**config.mk**
```make
export PLATFORM = sky130hd
export DESIGN_NAME = qvr_sqrt
export DESIGN_NICKNAME = d
export VERILOG_FILES = /design/src/hw/rtl/qvr_pkg.sv /design/src/hw/rtl/qvr_sqrt.sv
export SDC_FILE = /design/constraint.sdc
export NUM_CORES = 2
export LEC_CHECK = 0
export ABC_CLOCK_PERIOD_IN_PS = 3400
export BUFFER_PORTS_ARGS = -buffer_cell sky130_fd_sc_hd__buf_2
export CAP_MARGIN = 0
export CORE_MARGIN = 5
export CORE_UTILIZATION = 30
export DETAILED_ROUTE_END_ITERATION = 7
export HOLD_SLACK_MARGIN = 0.15
export PLACE_DENSITY = 0.46
export SETUP_SLACK_MARGIN = 0.4
export SYNTH_ARGS = -nofsm -noshare
export SYNTH_HDL_FRONTEND = slang
export SYNTH_SLANG_ARGS = --single-unit
```
**constraint.sdc**
```tcl
create_clock -name clk_i -period 3.4 [get_ports clk_i]
set_input_delay 0.17 -clock clk_i [delete_from_list [all_inputs] [get_ports clk_i]]
set_output_delay 0.17 -clock clk_i [all_outputs]
set_load 0.02 [all_outputs]
```
**src/hw/rtl/qvr_pkg.sv**
```systemverilog
`timescale 1ns / 1ps
package qvr_pkg;

  localparam int QF = 13;
  localparam int VW = 16;
  localparam int QW = 16;
  localparam int N2W = 33;
  localparam int RTW = 17;
  localparam int QNW = 15;
  localparam int TW = 18;
  localparam int DQB = 14;
  localparam int SQ_STAGES = 17;
  localparam int DIV_LAT = DQB + 1;
  localparam int ROT_LAT = 4;
  localparam int LATENCY = 2 + SQ_STAGES + DIV_LAT + ROT_LAT;

  typedef struct packed {
    logic signed [QW-1:0] w;
    logic signed [QW-1:0] x;
    logic signed [QW-1:0] y;
    logic signed [QW-1:0] z;
  } quat_t;

  typedef struct packed {
    logic signed [VW-1:0] x;
    logic signed [VW-1:0] y;
    logic signed [VW-1:0] z;
  } vec_t;

  typedef struct packed {
    logic signed [QNW-1:0] w;
    logic signed [QNW-1:0] x;
    logic signed [QNW-1:0] y;
    logic signed [QNW-1:0] z;
  } qn_t;

  // round to nearest, ties away from zero
  function automatic logic signed [47:0] rnd_shift(input logic signed [47:0] x, input int s);
    logic [47:0] mag;
    logic neg;
    neg = x[47];
    mag = neg ? 48'(-x) : 48'(x);
    mag = (mag + (48'd1 << (s - 1))) >> s;
    return neg ? -$signed(mag) : $signed(mag);
  endfunction

endpackage

```
**src/hw/rtl/qvr_sqrt.sv**
```systemverilog
`timescale 1ns / 1ps
module qvr_sqrt (
  input  logic               clk_i,
  input  logic               rst_ni,
  input  logic               valid_i,
  input  logic [32:0]        n2_i,
  input  qvr_pkg::quat_t     q_i,
  input  qvr_pkg::vec_t      v_i,
  output logic               valid_o,
  output logic [16:0]        root_o,
  output qvr_pkg::quat_t     q_o,
  output qvr_pkg::vec_t      v_o
);
  import qvr_pkg::*;

  logic              vld_q  [0:SQ_STAGES];
  logic [19:0]       rem_q  [0:SQ_STAGES];
  logic [RTW-1:0]    root_q [0:SQ_STAGES];
  logic [33:0]       n_q    [0:SQ_STAGES];
  quat_t             qq     [0:SQ_STAGES];
  vec_t              vq     [0:SQ_STAGES];

  assign vld_q[0]  = valid_i;
  assign rem_q[0]  = '0;
  assign root_q[0] = '0;
  assign n_q[0]    = {1'b0, n2_i};
  assign qq[0]     = q_i;
  assign vq[0]     = v_i;

  for (genvar k = 0; k < SQ_STAGES; k++) begin : g_stage
    localparam int I = SQ_STAGES - 1 - k;
    logic [19:0] sh_d, trial_d, rem_d;
    logic [RTW-1:0] root_d;
    always_comb begin
      sh_d    = {rem_q[k][17:0], n_q[k][2*I+1 -: 2]};
      trial_d = {1'b0, root_q[k], 2'b01};
      if (sh_d >= trial_d) begin
        rem_d  = sh_d - trial_d;
        root_d = {root_q[k][RTW-2:0], 1'b1};
      end else begin
        rem_d  = sh_d;
        root_d = {root_q[k][RTW-2:0], 1'b0};
      end
    end
    always_ff @(posedge clk_i or negedge rst_ni) begin
      if (!rst_ni) begin
        vld_q[k+1] <= 1'b0;
      end else begin
        vld_q[k+1] <= vld_q[k];
      end
    end
    always_ff @(posedge clk_i) begin
      rem_q[k+1]  <= rem_d;
      root_q[k+1] <= root_d;
      n_q[k+1]    <= n_q[k];
      qq[k+1]     <= qq[k];
      vq[k+1]     <= vq[k];
    end
  end

  assign valid_o = vld_q[SQ_STAGES];
  assign root_o  = root_q[SQ_STAGES];
  assign q_o     = qq[SQ_STAGES];
  assign v_o     = vq[SQ_STAGES];

endmodule

```
======== After elaboration in Yosys (flattened, before gate mapping) ========
Index checks and enable logic that the tools add are counted.
cells by class
  add/subtract/negate cells ............... 16
  multipliers ............................. 0
  div/mod/pow operators ................... 0
  magnitude comparators ................... 17
  equal/unequal tests ..................... 0
  shift operators ......................... 0
  muxes and demuxes ....................... 33
  bitwise logic cells ..................... 0
  reduce and logical (&&, ||, !) cells .... 0
operator list
  kind                                              number
  18-bit 2-to-1 mux                                 15
  20-bit by 10-bit >= comparator with 1-bit output  1
  20-bit by 11-bit >= comparator with 1-bit output  1
  20-bit by 12-bit >= comparator with 1-bit output  1
  20-bit by 13-bit >= comparator with 1-bit output  1
  20-bit by 14-bit >= comparator with 1-bit output  1
  20-bit by 15-bit >= comparator with 1-bit output  1
  20-bit by 16-bit >= comparator with 1-bit output  1
  20-bit by 17-bit >= comparator with 1-bit output  1
  20-bit by 18-bit >= comparator with 1-bit output  1
  20-bit by 3-bit >= comparator with 1-bit output   1
  20-bit by 4-bit >= comparator with 1-bit output   1
  20-bit by 5-bit >= comparator with 1-bit output   1
  20-bit by 6-bit >= comparator with 1-bit output   1
  20-bit by 7-bit >= comparator with 1-bit output   1
  20-bit by 8-bit >= comparator with 1-bit output   1
  20-bit by 9-bit >= comparator with 1-bit output   1
  1-bit 2-to-1 mux                                  18
  18-bit by 10-bit subtractor with 18-bit output    1
  18-bit by 11-bit subtractor with 18-bit output    1
  18-bit by 12-bit subtractor with 18-bit output    1
  18-bit by 13-bit subtractor with 18-bit output    1
  18-bit by 14-bit subtractor with 18-bit output    1
  18-bit by 15-bit subtractor with 18-bit output    1
  11 further kinds                                  11
storage, ports and cells
  register bits after elaboration ......... 2618
  latch bits .............................. 0
  bits in writable memories ............... 0
  bits in read-only memories .............. 0
  input port bits ......................... 148
  output and inout bits ................... 130
  logic and storage cells ................. 252
  memories ................................ 0

======== Longest topological paths before layout ========
  depth in word-level cells ............... 2
  mapped depth ............................ 11
  mapped depth without buffers ............ 9

======== Least setup slack after synthesis ========
Ideal clock, no wire load.
  kind .................................... flip-flop to flip-flop
  start ................................... register root_q (netlist bit g_stage[10].trial_d[4])
  end ..................................... register rem_q (netlist bit g_stage[11].sh_d[10])
  arrival ................................. 2385 ps
  required time ........................... 3279 ps
  path slack .............................. 895 ps
  cell stages (with the launch flop) ...... 10
  path buffers ............................ 1
  cell sequence ........................... dfxtp_1 > inv_1 > ha_1 > and4_1 > and4_1 > a221o_1 > o21a_1 > nor3b_2 > buf_4 > mux2_2
between the ends
  longest elaborated chain between the ends .. 2
  elaborated cells between the ends (all ways) .. 3
  those cells by class .................... add/sub (1); order compare (1); mux (1)
ends and longest elaborated chain
  element                                                                                                                    line                            text
  start: declaration                                                                                                         qvr_sqrt.sv:18                  logic [RTW-1:0] root_q [0:SQ_STAGES];
  start signal: indexed assignment                                                                                           qvr_sqrt.sv:54                  root_q[k+1] <= root_d;
  18-bit by 12-bit subtractor with 18-bit output / 20-bit by 12-bit >= comparator with 1-bit output (equally long branches)  qvr_sqrt.sv:38, qvr_sqrt.sv:37
  18-bit 2-to-1 mux (*)                                                                                                      qvr_sqrt.sv:37                  if (sh_d >= trial_d) begin
  named net g_stage[10].rem_d[8]                                                                                             qvr_sqrt.sv:32                  logic [19:0] sh_d, trial_d, rem_d;
  end signal: indexed assignment                                                                                             qvr_sqrt.sv:53                  rem_q[k+1] <= rem_d;
  end: declaration                                                                                                           qvr_sqrt.sv:17                  logic [19:0] rem_q [0:SQ_STAGES];
Mark *: on every way through the listed nets, which the timed path passes. The rest lies on a longest branch.
A chain may end at the register's enable or synchronous reset.

======== Final worst setup path ========
  start ................................... register root_q (netlist bit g_stage[14].trial_d[10])
  end ..................................... register rem_q (netlist bit g_stage[15].sh_d[14])
between the ends
  longest elaborated chain between the ends .. 2
  elaborated cells between the ends (all ways) .. 3
  those cells by class .................... add/sub (1); order compare (1); mux (1)
ends and longest elaborated chain
  element                                                                                                                    line
  18-bit by 16-bit subtractor with 18-bit output / 20-bit by 16-bit >= comparator with 1-bit output (equally long branches)  qvr_sqrt.sv:38, qvr_sqrt.sv:37
  18-bit 2-to-1 mux (*)                                                                                                      qvr_sqrt.sv:37
  named net g_stage[14].rem_d[12]                                                                                            qvr_sqrt.sv:32
Marks and branches as above.

==> run_results.csv <==
group,metric,value,unit
die,pin_count,278,
drt,wl_per_cell,11.4,um
grt,antenna_found_initial,2,
timing,setup_viol,0,
yosys,syn_area,0.0648,mm2
critical_path,cp_top_family,"simple AND/OR/NAND/NOR gates",
yosys,ys_seq_area_frac,0.807,
cts,cts_inserted_buffers,288,
min_path,hp-class,"reg2reg",
grt,grt_pass1_vias,31318,
yosys,ys_ff_latch,2610,
placed_design,place_ws,0.560,ns
timing,worst_slack,0.682,ns
die,chipHeight,475,um
power_and_ir_drop,cellPowerDensity,860,mW/mm2
die,die_area,0.226,mm2
drt,totalWireLength,93.7,mm
cts,worstSkewPairLatency,0.88,ns
critical_path,startpoint_type,"flop",
timing,tightest_slew,0.859,ns
drt,drc_errors,0,
layout,utilization,0.380,
yosys,synth_edf_count,0,
yosys,yosysWarnings,0,
yosys,yosysTopAreaCellShare,0.800,
cts,clk_path_buf_depth,4,
drt,vias,31116,
die,die_x,475,um
cts,htreeDepth,5,
power_and_ir_drop,power,0.0701,W
critical_path,crit_fanout,26,
critical_path,worstPathCellList,"inv_1 -> ha_1 -> nand4_1 -> or3_1 -> o31a_1 -> o211a_1 -> inv_4 -> mux2_2",
timing,holdWs,0.276,ns
timing,fin_tns_setup,0,ns
cts,clk_root_buffer_cell,"clkbuf_16",
cts,cts_tree,"done",
critical_path,worst_path_max_delay_cell,"or3_1",
timing,period_minus_slack,2.72,ns
timing,rsz0062_at_grt,"no",
drt,drtAntennaViolNets,0,
yosys,syn_avg_cell_area,14.6,um2
timing,fin_crit_sh,0.799,
critical_path,arrival,3.44,ns
cts,clkSinkCount,2610,
yosys,synthFlopType,"dfxtp_1",
timing,slew_headroom,0.420,
drt,dr.pass1.iters,6,
die,start_util,0.302,
critical_path,endpoint_kind,"flop",
critical_path,required,4.12,ns
job,drv_cap,0,
yosys,synth_cell_type_count,84,
outcome,status,"completed",
power_and_ir_drop,ir_drop,0.447,mV
layout,syn_to_final_growth,25.8,%
placed_design,hpwl,58.2,mm
die,rows,170,
grt,grtUsageTotal,0.0829,
yosys,syn_nets,4764,
critical_path,critPathBufInv,2,
layout,n_fill_cell,20209,
drt,drt-vias-per-instance,3.78,
grt,grt_pass1_wl,154,mm
layout,final_nets,5496,
yosys,netlist_top_cells_area,"dfxtp_1 80%, ha_1 3.3%, xnor2_1 1.4%",
placed_design,gp_congestion,0.868,
critical_path,slowest_delay,0.44,ns
grt,grt_overflow,0,
grt,grt_max_degree,27,
placed_design,io_buffers,277,
cts,clkTransAtPathRegs,0.06,ns
timing,clock.fmax,368,MHz
layout,drive_gt1_frac,0.156,
timing,drv_slew,0,
timing,final-hold-violation-count,0,
timing,fin_skew,0.0595,ns
yosys,synth_cells,4446,
power_and_ir_drop,static-leakage-power,35.5,nW
drt,drt-initial-drc-count,1466,
die,core_area,0.215,mm2
yosys,ys_async_sr_fraction,0.00651,
critical_path,critical_path_class,"reg2reg",
yosys,synth_top_area_cell,"dfxtp_1",
final cells by class:
| cell class | instances | area [um2] | area share |
|---|---|---|---|
| sequential | 2610 | 52300 | 0.642 |
| multi-input combinational | 1489 | 10800 | 0.132 |
| clock buffer | 388 | 8190 | 0.100 |
| timing repair buffer | 588 | 4460 | 0.0546 |
| tap | 2838 | 3550 | 0.0435 |
| clock inverter | 104 | 1500 | 0.0183 |
| inverter | 201 | 759 | 0.00931 |
| antenna | 4 | 10.0 | 0.000123 |
per-stage QoR:
stage	instance area, um2	std cells
4_1_cts	81500	8217
6_report	81600	8222
3_5_place_dp	68900	7431
3_3_place_gp	68900	7431
2_1_floorplan	64800	4446
5_1_grt	81600	8219
worst paths after layout:
path / from / to / slack [ns] / depth (start not counted)
min in group asynchronous: rst_ni / vld_q[5] / 0.47 / 3
worst min-delay path: n_q[479] / n_q[445] / 0.28 / 0
worst max register to register: g_stage[14].trial_d[10] / g_stage[15].sh_d[14] / 0.68 / 8
worst max-delay path: g_stage[14].trial_d[10] / g_stage[15].sh_d[14] / 0.68 / 8
worst min register to register: n_q[479] / n_q[445] / 0.28 / 0
max in group asynchronous: rst_ni / vld_q[8] / 2.46 / 3
placed cells by master, fill, tap and decap left out, types with 23 or more instances in the layout:
master / n
xnor2_1: 103
nand2b_1: 33
a21oi_1: 145
dfxtp_1: 2593
o21ai_0: 101
nor4_1: 28
clkbuf_16: 291
buf_2: 277
clkbuf_8: 54
ha_1: 170
clkbuf_1: 43
xor2_1: 82
clkinv_2: 38
bufinv_16: 34
nor3_1: 46
nor2_1: 150
a21o_1: 36
nand2_1: 103
o21a_1: 34
nor2b_1: 23
nand3_1: 38
inv_1: 198
dlygate4sd3_1: 294
or3_1: 25
a211oi_1: 32
nand4_1: 23
mux2_2: 55
sequential cells by signal, indices dropped and copies added (netlist names):
signal,flops
g_stage.sh_d,296
g_stage.trial_d,136
n_q,240
q_o,64
qq,1024
root_o,17
v_o,48
valid_o,1
vld_q,16
vq,768
logic make-up (layout without fill, tap and decap cells):
logic type               after synthesis  after routing  share of synthesized area
AND/OR/NAND/NOR                      574            574                     0.0469
XOR/XNOR                             185            185                     0.0250
adder cells (fa/ha/maj)              170            170                     0.0328
multiplexers                          73             73                     0.0129
flip-flops                          2610           2610                      0.807
other                                  1              5                  0.0000578
buffers and inverters                347           1281                     0.0269
AO/OA/AOI/OAI                        486            486                     0.0484
per-layer routing:
metal  up-vias  part of all wire  routed length, um  track usage
met4         0             0.054               5030       0.0497
met2       700              0.43              40700        0.128
li1      16049                 -                  -            -
met5         -                 0                  0            0
met1     14026              0.46              42800        0.102
met3       341             0.055               5190       0.0250
power breakdown:
part	internal (W)	switching (W)	total [W]	leakage, nW
Combinational	0.00235	0.00244	0.00478	8.70
Clock	0.0194	0.0116	0.0310	4.74
Sequential	0.0332	0.00117	0.0344	22.0
Total	0.0550	0.0152	0.0701	35.5
cell usage after synthesis (33+ instances only):
library cell	instances
dfxtp_1	2593
inv_1	198
ha_1	170
nor2_1	150
a21oi_1	145
buf_4	113
nand2_1	103
xnor2_1	103
o21ai_0	102
xor2_1	82
mux2_2	55
nor3_1	46
nand3_1	38
a21o_1	36
o21a_1	34
nand2b_1	33
repair_timing:
action / CTS / global route
endpoints found under the hold margin: 163 / 0
setup buffers: 0 / 1
setup endpoints to repair: 0 / 5
hold buffers: 294 / 0
resized for setup: 0 / 3
Power figures use the tool's default switching activity.
