[src/hw/rtl/qvr_pkg.sv]
`timescale 1ns / 1ps
package qvr_pkg;

  localparam int QF = 13;
  localparam int VW = 16;
  localparam int QW = 16;
  localparam int N2W = 33;
  localparam int RTW = 17;
  localparam int QNW = 15;
  localparam int TW = 18;
  localparam int DQB = 14;
  localparam int SQ_STAGES = 17;
  localparam int DIV_LAT = DQB + 1;
  localparam int ROT_LAT = 4;
  localparam int LATENCY = 2 + SQ_STAGES + DIV_LAT + ROT_LAT;

  typedef struct packed {
    logic signed [QW-1:0] w;
    logic signed [QW-1:0] x;
    logic signed [QW-1:0] y;
    logic signed [QW-1:0] z;
  } quat_t;

  typedef struct packed {
    logic signed [VW-1:0] x;
    logic signed [VW-1:0] y;
    logic signed [VW-1:0] z;
  } vec_t;

  typedef struct packed {
    logic signed [QNW-1:0] w;
    logic signed [QNW-1:0] x;
    logic signed [QNW-1:0] y;
    logic signed [QNW-1:0] z;
  } qn_t;

  // round to nearest, ties away from zero
  function automatic logic signed [47:0] rnd_shift(input logic signed [47:0] x, input int s);
    logic [47:0] mag;
    logic neg;
    neg = x[47];
    mag = neg ? 48'(-x) : 48'(x);
    mag = (mag + (48'd1 << (s - 1))) >> s;
    return neg ? -$signed(mag) : $signed(mag);
  endfunction

endpackage

[src/hw/rtl/qvr_div.sv]
`timescale 1ns / 1ps
module qvr_div (
  input  logic               clk_i,
  input  logic               rst_ni,
  input  logic               valid_i,
  input  logic [16:0]        root_i,
  input  logic               degen_i,
  input  qvr_pkg::quat_t     q_i,
  input  qvr_pkg::vec_t      v_i,
  output logic               valid_o,
  output qvr_pkg::qn_t       qn_o,
  output logic               degen_o,
  output qvr_pkg::vec_t      v_o
);
  import qvr_pkg::*;

  logic            vld_q  [0:DQB];
  logic [17:0]     den_q  [0:DQB];
  logic            dg_q   [0:DQB];
  vec_t            vq     [0:DQB];
  logic [29:0]     num_q  [0:3][0:DQB];
  logic [18:0]     rem_q  [0:3][0:DQB];
  logic [DQB-1:0]  quo_q  [0:3][0:DQB];
  logic            neg_q  [0:3][0:DQB];
  logic [QW-1:0]   q_arr  [0:3];

  assign q_arr[0] = q_i.w;
  assign q_arr[1] = q_i.x;
  assign q_arr[2] = q_i.y;
  assign q_arr[3] = q_i.z;

  assign vld_q[0] = valid_i;
  assign den_q[0] = {root_i, 1'b0};
  assign dg_q[0]  = degen_i;
  assign vq[0]    = v_i;

  for (genvar c = 0; c < 4; c++) begin : g_init
    logic [QW-1:0] mag;
    logic [29:0] num;
    assign mag = q_arr[c][QW-1] ? QW'(-q_arr[c]) : q_arr[c];
    assign num = {mag, 14'd0} + 30'(root_i);
    assign num_q[c][0] = num;
    assign rem_q[c][0] = 19'(num[29:14]);
    assign quo_q[c][0] = '0;
    assign neg_q[c][0] = q_arr[c][QW-1];
  end

  for (genvar k = 0; k < DQB; k++) begin : g_stage
    localparam int I = DQB - 1 - k;
    always_ff @(posedge clk_i or negedge rst_ni) begin
      if (!rst_ni) begin
        vld_q[k+1] <= 1'b0;
      end else begin
        vld_q[k+1] <= vld_q[k];
      end
    end
    always_ff @(posedge clk_i) begin
      den_q[k+1] <= den_q[k];
      dg_q[k+1]  <= dg_q[k];
      vq[k+1]    <= vq[k];
    end
    for (genvar c = 0; c < 4; c++) begin : g_comp
      logic [18:0] sh_d;
      logic ge_d;
      assign sh_d = {rem_q[c][k][17:0], num_q[c][k][I]};
      assign ge_d = sh_d >= {1'b0, den_q[k]};
      always_ff @(posedge clk_i) begin
        rem_q[c][k+1] <= ge_d ? sh_d - {1'b0, den_q[k]} : sh_d;
        quo_q[c][k+1] <= {quo_q[c][k][DQB-2:0], ge_d};
        num_q[c][k+1] <= num_q[c][k];
        neg_q[c][k+1] <= neg_q[c][k];
      end
    end
  end

  logic signed [QNW-1:0] qs [0:3];
  for (genvar c = 0; c < 4; c++) begin : g_sign
    assign qs[c] = neg_q[c][DQB] ? -$signed({1'b0, quo_q[c][DQB]})
                                 : $signed({1'b0, quo_q[c][DQB]});
  end

  logic vld_out_q, dg_out_q;
  qn_t qn_out_q;
  vec_t v_out_q;

  always_ff @(posedge clk_i or negedge rst_ni) begin
    if (!rst_ni) begin
      vld_out_q <= 1'b0;
    end else begin
      vld_out_q <= vld_q[DQB];
    end
  end

  always_ff @(posedge clk_i) begin
    dg_out_q <= dg_q[DQB];
    v_out_q  <= vq[DQB];
    if (dg_q[DQB]) begin
      qn_out_q.w <= QNW'(1 << QF);
      qn_out_q.x <= '0;
      qn_out_q.y <= '0;
      qn_out_q.z <= '0;
    end else begin
      qn_out_q.w <= qs[0];
      qn_out_q.x <= qs[1];
      qn_out_q.y <= qs[2];
      qn_out_q.z <= qs[3];
    end
  end

  assign valid_o = vld_out_q;
  assign qn_o    = qn_out_q;
  assign degen_o = dg_out_q;
  assign v_o     = v_out_q;

endmodule

[config.mk]
export PLATFORM = sky130hd
export DESIGN_NAME = qvr_div
export DESIGN_NICKNAME = d
export VERILOG_FILES = /design/src/hw/rtl/qvr_pkg.sv /design/src/hw/rtl/qvr_div.sv
export SDC_FILE = /design/constraint.sdc
export NUM_CORES = 2
export LEC_CHECK = 0
export BUFFER_PORTS_ARGS = -buffer_cell sky130_fd_sc_hd__buf_2
export CORE_MARGIN = 3
export CORE_UTILIZATION = 50
export CTS_BUF_LIST = sky130_fd_sc_hd__clkbuf_2 sky130_fd_sc_hd__clkbuf_4 sky130_fd_sc_hd__clkbuf_8
export DETAILED_ROUTE_END_ITERATION = 6
export GPL_TIMING_DRIVEN = 0
export HOLD_SLACK_MARGIN = 0.1
export PLACE_DENSITY = 0.74
export SYNTH_ARGS = -nofsm -noshare
export SYNTH_HDL_FRONTEND = slang
export SYNTH_SLANG_ARGS = --single-unit
[constraint.sdc]
create_clock -name clk_i -period 4.85 [get_ports clk_i]
set_input_delay 0.7275 -clock clk_i [delete_from_list [all_inputs] [get_ports clk_i]]
set_output_delay 0.7275 -clock clk_i [all_outputs]
set_load 0.01 [all_outputs]
* Word level (Yosys, flattened, before mapping)
Index checks and enable logic that the tools add are counted.
** Storage, ports and cells
- Register bits after elaboration :: 2807
- Latch bits :: 0
- Memory bits (writable) :: 0
- Memory bits (read-only) :: 0
- Bits of input ports :: 133
- Output and inout bits :: 110
- Logic and storage cells :: 504
- Memories :: 0
** Operators by class
- Add/sub/neg operators :: 64
- $mul :: 0
- Div/mod/pow operators :: 0
- Magnitude comparators :: 56
- Equality and inequality tests :: 0
- Shift-type cells :: 0
- Mux-type cells :: 60
- Bitwise gates (word level) :: 4
- Reductions and logical operators :: 4
** Operator list (number)
- $ge A19 B18 Y1 :: 52
- $mux W18 :: 48
- $sub A18 B18 Y18 :: 48
- $add A30 B17 Y30 :: 4
- $ge A17 B18 Y1 :: 4
- $sub A17 B18 Y18 :: 4
- $mux W17 :: 4
- $mux W16 :: 4
- $neg A16 Y16 :: 4
- $neg A14 Y15 :: 4
- $mux W14 :: 4
- $reduce_or A2 Y1 :: 4
- $not A1 Y1 :: 4

* Longest topological paths before layout
- Depth after elaboration :: 5
- Depth in mapped cells :: 22
- Depth with buffers taken out :: 22

* Worst setup path before layout
No wires, ideal clock.
- Kind :: input port to flip-flop
- Start :: input port q_i[47] (netlist name)
- End :: register rem_q (netlist bit g_stage[1].g_comp[1].sh_d[10])
- Arrival time :: 5.137 ns
- Slack :: -0.408 ns
- Stages :: 19
- Buffers on the path :: 3
- Cell sequence :: buf_2 -> clkbuf_1 -> nand2b_1 -> xnor2_1 -> ha_1 -> a21oi_1 -> a2111oi_0 -> nand2_1 -> or3_4 -> and2_1 -> ha_1 -> and2_1 -> nand3_1 -> nor3_1 -> nand3_1 -> or3_1 -> o21ai_1 -> buf_2 -> mux2_2
** On the way
- Cells in the longest elaborated chain, start to end :: 5
- Elaborated cells between the ends (all ways) :: 6
- Classes of those cells :: add/sub: 3; order compare: 1; mux: 2
** RTL lines
- start: declaration :: RTL line qvr_div.sv:8 : input qvr_pkg::quat_t q_i,
- $neg A16 Y16 :: RTL line qvr_div.sv:40 : assign mag = q_arr[c][QW-1] ? QW'(-q_arr[c]) : q_arr[c];
- $mux W16 * :: RTL line qvr_div.sv:40
- $add A30 B17 Y30 * :: RTL line qvr_div.sv:41 : assign num = {mag, 14'd0} + 30'(root_i);
- $ge A17 B18 Y1 * :: RTL line qvr_div.sv:66 : assign ge_d = sh_d >= {1'b0, den_q[k]};
- named net g_stage[0].g_comp[1].ge_d :: RTL line qvr_div.sv:64 : logic ge_d;
- $mux W17 * :: RTL line qvr_div.sv:68 : rem_q[c][k+1] <= ge_d ? sh_d - {1'b0, den_q[k]} : sh_d;
- end signal: indexed assignment :: RTL line qvr_div.sv:68
- end: declaration :: RTL line qvr_div.sv:22 : logic [18:0] rem_q [0:3][0:DQB];
Mark *: on every way through the listed nets, which the timed path passes. The rest lies on a longest branch.
A chain may end at the register's enable or synchronous reset.

==> summary.txt <==
Hold Crit Class - input port to flop
Final Power - 87.6 mW
Wire per inst - 20.5 µm
Fill count - 17400
Yosys warns - 0
CP Cell Sequence - inv_1 -> ha_2 -> fa_1 -> nor2b_1 -> o31a_1 -> o31a_1 -> o41ai_1 -> o21ai_1 -> o21a_1 -> a2111oi_4 -> clkbuf_1 -> o21ai_0
Die Y - 457 µm
Busiest layer in global routing - met2
TritonCTS Buffers - 378
Reg area - 47900 µm²
DP Wirelength - 220000 µm
# rows - 165
Final nets - 11900
Met3 usage - 0.0473
Final Non-Filler Cells - 13700
Clock Skews - 0.0869 ns
Final setup margin - 0.194 ns
Ys async rst share - 0.00627
Vias - 76800
Setup violations, final - 0
Area Overhead vs Synth - 13.2%
CP Launch Type - flop
Reg2reg end - g_stage[9].g_comp[2].sh_d[16]$_DFF_P_
Final count of pins violating max slew - 0
Final period utilization - 0.960
Slowest CP cell - o41ai_1
CTS tree - yes
Met2 Usage GRT - 0.442
DR pass1 iterations - 6
Proportion of layout cells with a drive suffix above 1 - 0.127
Die Area - 209000 µm²
Setup WS pre-CTS - -1.36 ns
Worst VDD drop - 0.455 mV
Hold path start - q_i[32]
Initial cell density of the core - 0.503
Count of state elements after synthesis - 2391
Status - finished clean
H-tree Lvls - 5
Max-cap violations - 0
Die width - 457 µm
Worst setup EP type - flop
Slew @ Worst Pin - 1.23 ns
CP required - 5.70 ns
Mapped Area - 102000 µm²
Port buffer count - 234
Initial DRC count - 5320
Avg Inst Size Synth - 10.1 µm²
Most frequent CP cell - o31a_1
Worst-path fanout max - 10
Syn_nets - 11200
Relative slew slack - 0.178
Via-to-Cell Ratio - 5.59
Pwr dens - 760 nW/µm²
RSZ-0062 raised after global routing - false
Max Fclk - 215 MHz
Cell family with most CP delay - compound AO/OA/AOI/OAI gates
Max stage delay on crit path - 0.57 ns
First-pass GRT wire length - 426000 µm
Cells after Synth - 10100
Area occupied by multi-input gates - 51400 µm²
Clk root buf - clkbuf_8
Hold Path Sink - g_stage[1].g_comp[1].sh_d[2]$_DFF_P_
Core Util, Final - 0.570
Io pins - 243
Crit Path Class - flop to flop
Met1 usage - 0.325
Largest net degree at the start of global routing - 19
FF-to-FF setup slack - 0.19 ns
Arrival @ worst endpoint - 5.50 ns
Clock transition at path regs - 0.05 ns
Buf/Inv on CP - 2
Post-synth cell types - 93
Vias in the first global route - 75500
Sequential area share after synthesis - 0.471
WHS Path Cells - 4
Fin Hold WS - 0.214 ns
Core box area - 202000 µm²
Total congestion overflow - 0
DRC viols - 0
DRT antenna net count - 0
R2R Path Start - g_stage[8].g_comp[3].sh_d[1]$_DFF_P_
Fin. Hold Viols - 0
R2R depth - 12
Detailed Route WL - 282000 µm
EDFF count, synth - 0
Initial antenna violation count - 15
Clk_lat worst skew - 1.08 ns
Bufs on Longest Clock Path - 4
Clk sinks - 2391
Ys flop type - dfxtp_1
Pleak - 50.9 nW
Final min period - 4.66 ns
Placed Instances - 13000
Overall Global Routing Usage - 0.260
GPL Wtd Cong - 0.975
registers in the layout (all words and copies together) (netlist names):
signal               count
quo_q                  420
vq                     672
vld_q                   14
neg_q                   56
qn_o                    60
dg_q                    14
den_q                  131
v_o                     48
degen_o                  1
g_stage.g_comp.sh_d    896
valid_o                  1
num_q                   78
report_power, final:
group | switching, mW | internal (mW)
clock network | 7.62 | 10.2
logic | 22.7 | 17.1
registers | 4.02 | 25.9
cell type report:
class | instances | area share
Sequential cell | 2391 | 0.416
Antenna cell | 2 | 0.0000434
Tap cell | 2672 | 0.0290
Buffer | 157 | 0.00582
Timing Repair Buffer | 310 | 0.0167
Clock inverter | 93 | 0.00857
Multi-Input combinational cell | 7009 | 0.445
Clock buffer | 553 | 0.0612
Inverter | 536 | 0.0175
cells in the mapped netlist, types with 43 or more instances:
library cell | instances | area share
a21o_1 | 255 | 0.019
dfxtp_1 | 2376 | 0.47
a21oi_1 | 697 | 0.034
mux2_2 | 383 | 0.042
xor2_1 | 343 | 0.030
ha_1 | 930 | 0.11
xnor2_1 | 472 | 0.041
o21ai_0 | 683 | 0.034
nand3_1 | 158 | 0.0078
fa_1 | 56 | 0.011
or3_1 | 60 | 0.0037
and3_1 | 43 | 0.0026
o31ai_1 | 97 | 0.0072
clkbuf_1 | 122 | 0.0045
a211oi_1 | 50 | 0.0037
inv_1 | 535 | 0.020
o21bai_1 | 87 | 0.0064
nand2_1 | 663 | 0.024
nor2_1 | 633 | 0.023
nand2b_1 | 117 | 0.0072
a21boi_0 | 48 | 0.0035
o21a_1 | 137 | 0.010
mux2i_1 | 59 | 0.0058
a31oi_1 | 74 | 0.0045
nor3_1 | 184 | 0.0090
nor2b_1 | 156 | 0.0096
nand4_1 | 91 | 0.0056
worst min-delay path, cell delays in order:
cell	delay, ns
buf_2	0.14
ha_1	0.13
inv_1	0.07
mux2i_1	0.12
worst max-delay path by stage:
stage                                                    start                                    end  slack [ns]  cells after the start
final                     g_stage[8].g_comp[3].sh_d[1]$_DFF_P_  g_stage[9].g_comp[2].sh_d[16]$_DFF_P_        0.19                     12
after global routing      g_stage[2].g_comp[3].sh_d[1]$_DFF_P_  g_stage[3].g_comp[0].sh_d[16]$_DFF_P_        0.02                     14
after CTS                                   den_q[248]$_DFF_P_  g_stage[2].g_comp[3].sh_d[12]$_DFF_P_        0.04                     13
after detailed placement                               q_i[31]  g_stage[1].g_comp[2].sh_d[12]$_DFF_P_       -1.36                     22
after global placement                                 q_i[31]   g_stage[1].g_comp[2].sh_d[6]$_DFF_P_       -1.21                     22
after floorplan                                        q_i[15]  g_stage[1].g_comp[3].sh_d[10]$_DFF_P_        0.02                     21
layer usage:
layer | vias to the layer above | wire, µm
met2 | 2449 | 133000
met1 | 36600 | 121000
met3 | 609 | 16700
met5 | - | 34
met4 | 6 | 11100
li1 | 37100 | -
cells in the final DEF (no fill, tap or decap), types with 158 or more instances in the layout:
master / count
a21o_1: 255
nand3_1: 158
nor2_1: 633
a21oi_1: 697
o21ai_0: 680
xnor2_1: 472
nor3_1: 181
ha_1: 926
dfxtp_1: 2376
inv_1: 534
mux2_2: 383
xor2_1: 343
buf_2: 247
clkbuf_8: 464
nand2_1: 663
cell families (layout without fill, tap and decap cells):
| family | after synthesis | after routing | synth area share |
|---|---|---|---|
| AO/OA/AOI/OAI | 2456 | 2456 | 0.151 |
| adder cells (fa/ha/maj) | 986 | 986 | 0.125 |
| other | 0 | 2 | 0 |
| multiplexers | 444 | 444 | 0.0484 |
| AND/OR/NAND/NOR | 2308 | 2308 | 0.109 |
| buffers and inverters | 695 | 1649 | 0.0261 |
| XOR/XNOR | 815 | 815 | 0.0701 |
| flip-flops | 2391 | 2391 | 0.471 |
stage by stage:
| stage | area, µm² | TNS (ns) |
|---|---|---|
| after CTS | 115000 | 0 |
| after global routing | 115000 | 0 |
| after floorplan | 102000 | 0 |
| final | 115000 | 0 |
| after detailed placement | 106000 | -66.12 |
| after global placement | 106000 | -59.63 |
what timing repair did:
item	CTS	global route
endpoints found under the setup margin	38	169
setup buffers	0	1
pin swaps	0	1
hold buffers	75	0
endpoints found under the hold margin	88	0
gates resized for setup	7	25
Power figures use the tool's default switching activity.
